[src/rtl/atp_pkg.sv]
// Shared widths, types and the arctangent table for the tilt-to-position block.
package atp_pkg;

  localparam int SAMPLE_W    = 16;
  localparam int CENTER_W    = 12;
  localparam int ROLL_W      = 16;
  localparam int PITCH_W     = 15;
  localparam int BUBBLE_W    = 14;
  localparam int CFG_INDEX_W = 2;

  // register indexes on the configuration port
  localparam logic [CFG_INDEX_W-1:0] REG_CENTER_X = 2'd0;
  localparam logic [CFG_INDEX_W-1:0] REG_CENTER_Y = 2'd1;

  // vector components carry 8 fraction bits
  localparam int WORK_FRAC = 8;

  // y^2 + z^2 reaches 2^31; radicand is that sum scaled by 2^16
  localparam int SQ_W   = 32;
  localparam int RAD_W  = SQ_W + 2 * WORK_FRAC;
  localparam int ROOT_W = RAD_W / 2;
  localparam int REM_W  = ROOT_W + 2;

  // CORDIC datapath: vector grows by the CORDIC gain, angle in deg * 2^16
  localparam int LANES    = 2;
  localparam int VEC_W    = 27;
  localparam int ACC_W    = 26;
  localparam int ATAN_LEN = 24;
  localparam int ATAN_W   = 22;

  typedef logic signed [SAMPLE_W-1:0] sample_t;
  typedef logic signed [VEC_W-1:0]    vec_t;
  typedef logic signed [ACC_W-1:0]    acc_t;

  localparam acc_t DEG90 = acc_t'(90 * 65536);

  // atan(2^-i) in degrees * 2^16, rounded to nearest
  function automatic logic [ATAN_W-1:0] atan_q16(input int i);
    logic [ATAN_W-1:0] v;
    case (i)
      0:       v = 22'd2949120;
      1:       v = 22'd1740967;
      2:       v = 22'd919879;
      3:       v = 22'd466945;
      4:       v = 22'd234379;
      5:       v = 22'd117304;
      6:       v = 22'd58666;
      7:       v = 22'd29335;
      8:       v = 22'd14668;
      9:       v = 22'd7334;
      10:      v = 22'd3667;
      11:      v = 22'd1833;
      12:      v = 22'd917;
      13:      v = 22'd458;
      14:      v = 22'd229;
      15:      v = 22'd115;
      16:      v = 22'd57;
      17:      v = 22'd29;
      18:      v = 22'd14;
      19:      v = 22'd7;
      20:      v = 22'd4;
      21:      v = 22'd2;
      22:      v = 22'd1;
      default: v = 22'd0;
    endcase
    return v;
  endfunction

endpackage

[src/rtl/atp_sqrt.sv]
// Pipelined floor square root of (sum << 16), one root bit per stage.
module atp_sqrt #(
  parameter int SIDE_W = 48
) (
  input  logic                        clk,
  input  logic                        rst,
  input  logic                        en,
  input  logic                        in_valid,
  input  logic [atp_pkg::SQ_W-1:0]    sq,
  input  logic [SIDE_W-1:0]           side_in,
  output logic                        out_valid,
  output logic [atp_pkg::ROOT_W-1:0]  root,
  output logic [SIDE_W-1:0]           side_out
);

  localparam int STEPS = atp_pkg::ROOT_W;
  localparam int RAD_W = atp_pkg::RAD_W;
  localparam int REM_W = atp_pkg::REM_W;
  localparam int RT_W  = atp_pkg::ROOT_W;

  logic [STEPS:1]   valid_q;
  logic [RAD_W-1:0] rad_q  [1:STEPS];
  logic [REM_W-1:0] rem_q  [1:STEPS];
  logic [RT_W-1:0]  rt_q   [1:STEPS];
  logic [SIDE_W-1:0] side_q [1:STEPS];

  for (genvar k = 0; k < STEPS; k++) begin : g_step
    logic             p_valid;
    logic [RAD_W-1:0] p_rad;
    logic [REM_W-1:0] p_rem;
    logic [RT_W-1:0]  p_rt;
    logic [SIDE_W-1:0] p_side;
    logic [REM_W-1:0] cur;
    logic [REM_W-1:0] trial;
    logic             fit;

    if (k == 0) begin : g_src
      assign p_valid = in_valid;
      assign p_rad   = {sq, {(2 * atp_pkg::WORK_FRAC){1'b0}}};
      assign p_rem   = '0;
      assign p_rt    = '0;
      assign p_side  = side_in;
    end else begin : g_src
      assign p_valid = valid_q[k];
      assign p_rad   = rad_q[k];
      assign p_rem   = rem_q[k];
      assign p_rt    = rt_q[k];
      assign p_side  = side_q[k];
    end

    // bring down two radicand bits, try root*4+1
    always_comb begin
      cur   = {p_rem[REM_W-3:0], p_rad[RAD_W-1 -: 2]};
      trial = {p_rt, 2'b01};
      fit   = (cur >= trial);
    end

    always_ff @(posedge clk) begin
      if (rst) begin
        valid_q[k+1] <= 1'b0;
      end else if (en) begin
        valid_q[k+1] <= p_valid;
      end
    end

    always_ff @(posedge clk) begin
      if (en) begin
        rad_q[k+1]  <= {p_rad[RAD_W-3:0], 2'b00};
        rem_q[k+1]  <= fit ? (cur - trial) : cur;
        rt_q[k+1]   <= {p_rt[RT_W-2:0], fit};
        side_q[k+1] <= p_side;
      end
    end
  end

  assign out_valid = valid_q[STEPS];
  assign root      = rt_q[STEPS];
  assign side_out  = side_q[STEPS];

endmodule

[config.mk]
export PLATFORM = sky130hd
export DESIGN_NAME = atp_sqrt
export DESIGN_NICKNAME = d
export VERILOG_FILES = /design/src/rtl/atp_pkg.sv /design/src/rtl/atp_sqrt.sv
export SDC_FILE = /design/constraint.sdc
export NUM_CORES = 2
export LEC_CHECK = 0
export BUFFER_PORTS_ARGS = -buffer_cell sky130_fd_sc_hd__buf_4
export CORE_MARGIN = 2
export CORE_UTILIZATION = 45
export CTS_BUF_LIST = sky130_fd_sc_hd__clkbuf_16
export CTS_CLUSTER_DIAMETER = 40
export DETAILED_ROUTE_END_ITERATION = 12
export SLEW_MARGIN = 25
export SYNTH_ARGS = -nofsm -noshare
export SYNTH_HDL_FRONTEND = slang
export SYNTH_SLANG_ARGS = --single-unit
[constraint.sdc]
create_clock -name clk -period 3.9 [get_ports clk]
set_input_delay 0.39 -clock clk [delete_from_list [all_inputs] [get_ports clk]]
set_output_delay 0.39 -clock clk [all_outputs]
set_load 0.03 [all_outputs]
==> results_dict.tcl <==
set metrics [dict create \
    area_growth_pct 19.3 \
    fmax_mhz 282 \
    clock_tree.root_cell "clkbuf_16" \
    synth-edff-count 2207 \
    path_cells "ha_1 -> nor4_1 -> nand2_1 -> or4_1 -> or3_1 -> o21ba_2 -> inv_1 -> o211ai_1 -> nor4_1 -> xor2_1" \
    setup_viol 0 \
    ys_top_cells_by_area "edfxtp_1, ha_1, xor2_1, xnor2_1, inv_1" \
    synth_ff_type "edfxtp_1" \
    clkLatencyLatePin_ps 900 \
    dr.pass1.iters 5 \
    leakagePower_nw 39.4 \
    tightest_slew_ps 872 \
    worstPathRequired_ps 4510 \
    finalCritPeriodShare 0.908 \
    stdcell_area_mm2 0.105 \
    finClkSkew_ps 49.5 \
    dieWidth_um 446 \
    via_count 44600 \
    vias_per_cell 5.02 \
    htreeDepth 5 \
    drc 0 \
    hp-start "en" \
    synth_common_cells "edfxtp_1, inv_1, ha_1, nand2_1, nor2_1" \
    pin_count 157 \
    fin_hold_ws_ps 5.72 \
    clock-sinks 2231 \
    synthesis.yosys.warnings 0 \
    track_usage 0.141 \
    fp.dieH_um 446 \
    dpl_cell_area_mm2 0.0932 \
    synth_area_leader_cell "edfxtp_1" \
    hold_path_class "in -> reg" \
    start_util 0.452 \
    place_hpwl_um 91400 \
    clk_path_buf_depth 4 \
    r2r-start "rem_q[1][34]$_DFFE_PP_" \
    cts_tree "built" \
    row_count 162 \
    fin_setup_tns_ps 0 \
    place_congestion 0.879 \
    drtAntennaViolNets 0 \
    cpMostUsedCell "nor4_1" \
    relSlewSlack 0.419 \
    dieArea_mm2 0.199 \
    coreArea_mm2 0.195 \
    slowest_delay_ps 560 \
    fin_nets 6506 \
    grt_pass1_vias 45000 \
    avgSynthCellArea_um2 16.0 \
    path_max_fanout 7 \
    slew_viol_final 0 \
    synthMostInstantiatedCell "edfxtp_1" \
    period_minus_slack_ps 3540 \
    synthesis.nets 5909 \
    overflow 0 \
    grt_pass1_wl_um 227000 \
    clkTransAtPathRegs_ps 60 \
    routedWlPerCell_um 15.8 \
    layout-drive-gt1-share 0.137 \
    ys_ff_latch 2231 \
    fin_util 0.539 \
    startpoint "rem_q[1][34]$_DFFE_PP_" \
    totalWireLength_um 140000 \
    vdd_ir_drop_max_uv 414 \
    crit_slowest_cell "nor4_1" \
    crit_path_end_kind "flip-flop" \
    p_per_area_mw_per_mm2 632 \
    synthCells 5508 \
    yosysTopAreaCellShare 0.754 \
    max_cap_violations 0 \
    yosysSeqAreaShare 0.759 \
    cp-start-kind "flip-flop" \
    antenna_found_initial 2 \
    numCtsBuffers 330 \
    grt_max_degree 118 \
    dr.first_iter.drc_count 2402 \
    rsz0062_at_grt "no" \
    synth.distinct_cells 74 \
    critical_path_class "reg -> reg" \
    async_reset_ff_frac 0 \
    portBuffers 156 \
    synth_area_mm2 0.0879 \
    run_status "completed" \
    crit_arrival_ps 4150 \
    finalHoldViolations 0 \
]
registers in the layout, summed over array words and instances (netlist names):
register and flops:
g_step.p_valid 23, out_valid 1, rad_q 240, rem_q 515
rt_q 300, side_q 1152
metal layers:
layer	share of wire	vias up	GRT usage	wire (um)
li1	-	22000	-	-
met3	0.040	400	0.0289	5560
met1	0.42	21400	0.169	59100
met5	0	-	0	0
met4	0.040	0	0.0648	5570
met2	0.50	861	0.243	70100
final timing paths:
kind                                                 to  slack, ps  cells past startpoint
worst max register to register   rem_q[1][75]$_DFFE_PP_        360                     10
worst min-delay path            side_q[0][68]$_DFFE_PP_          6                      1
worst max-delay path             rem_q[1][75]$_DFFE_PP_        360                     10
worst min register to register  rad_q[0][353]$_DFFE_PP_        380                      0
timing repair:
item / 4_1_cts / 5_1_grt
setup endpoints to repair: 0 / 12
gates resized for setup: 0 / 2
setup buffers: 0 / 0
hold buffers: 84 / 0
endpoints found under the hold margin: 105 / 0
power breakdown:
part	leakage [nW]	total, mW	switching, mW	internal, mW
clock network	5.40	28.6	10.4	18.2
logic	12.6	7.32	4.07	3.25
registers	21.5	30.4	1.18	29.2
final cells by class:
class | count | area [um2]
diodes | 1 | 2.50
clock buffers | 336 | 8410
clock inverters | 241 | 2470
fillers | 15500 | 89700
inverters | 401 | 1510
multi-input cells | 2804 | 19400
flip-flops and latches | 2231 | 66800
well taps | 2542 | 3180
repair buffers | 337 | 3150
kinds of logic after synthesis:
family,share of synthesized area
flops,0.759
simple gates,0.0632
compound gates,0.0611
buf+inv,0.0202
xor+xnor,0.0385
fa+ha+maj,0.0457
mux,0.0117
other cells,0.0000427
cells in the final DEF, fill, tap and decap left out, types with 84 or more instances in the layout:
master         count
edfxtp_1        2207
inv_1            436
clkbuf_16        336
nand2_1          310
ha_1             310
nor2_1           285
o21ai_0          246
a21oi_1          242
buf_4            221
xor2_1           202
xnor2_1          184
nor3_1           108
a21o_1           103
dlygate4sd3_1     84
worst max-delay path: cells and delay by family, from the launching register on:
kind                     cells  cell delay [ps]
AO/OA/AOI/OAI                2              540
XOR/XNOR                     1              170
adder cells (fa/ha/maj)      1              280
buffers and inverters        1               80
flip-flops                   1              400
AND/OR/NAND/NOR              5             1780
per-stage QoR:
step	instances	setup slack (ps)	power, mW
6_report	8893	358	66.3
5_1_grt	8893	85.2	69.4
4_1_cts	8892	226	67.3
3_5_place_dp	8231	256	38.2
3_3_place_gp	8231	200	37.9
2_1_floorplan	5508	611	35.7
Power figures use the tool's default switching activity.
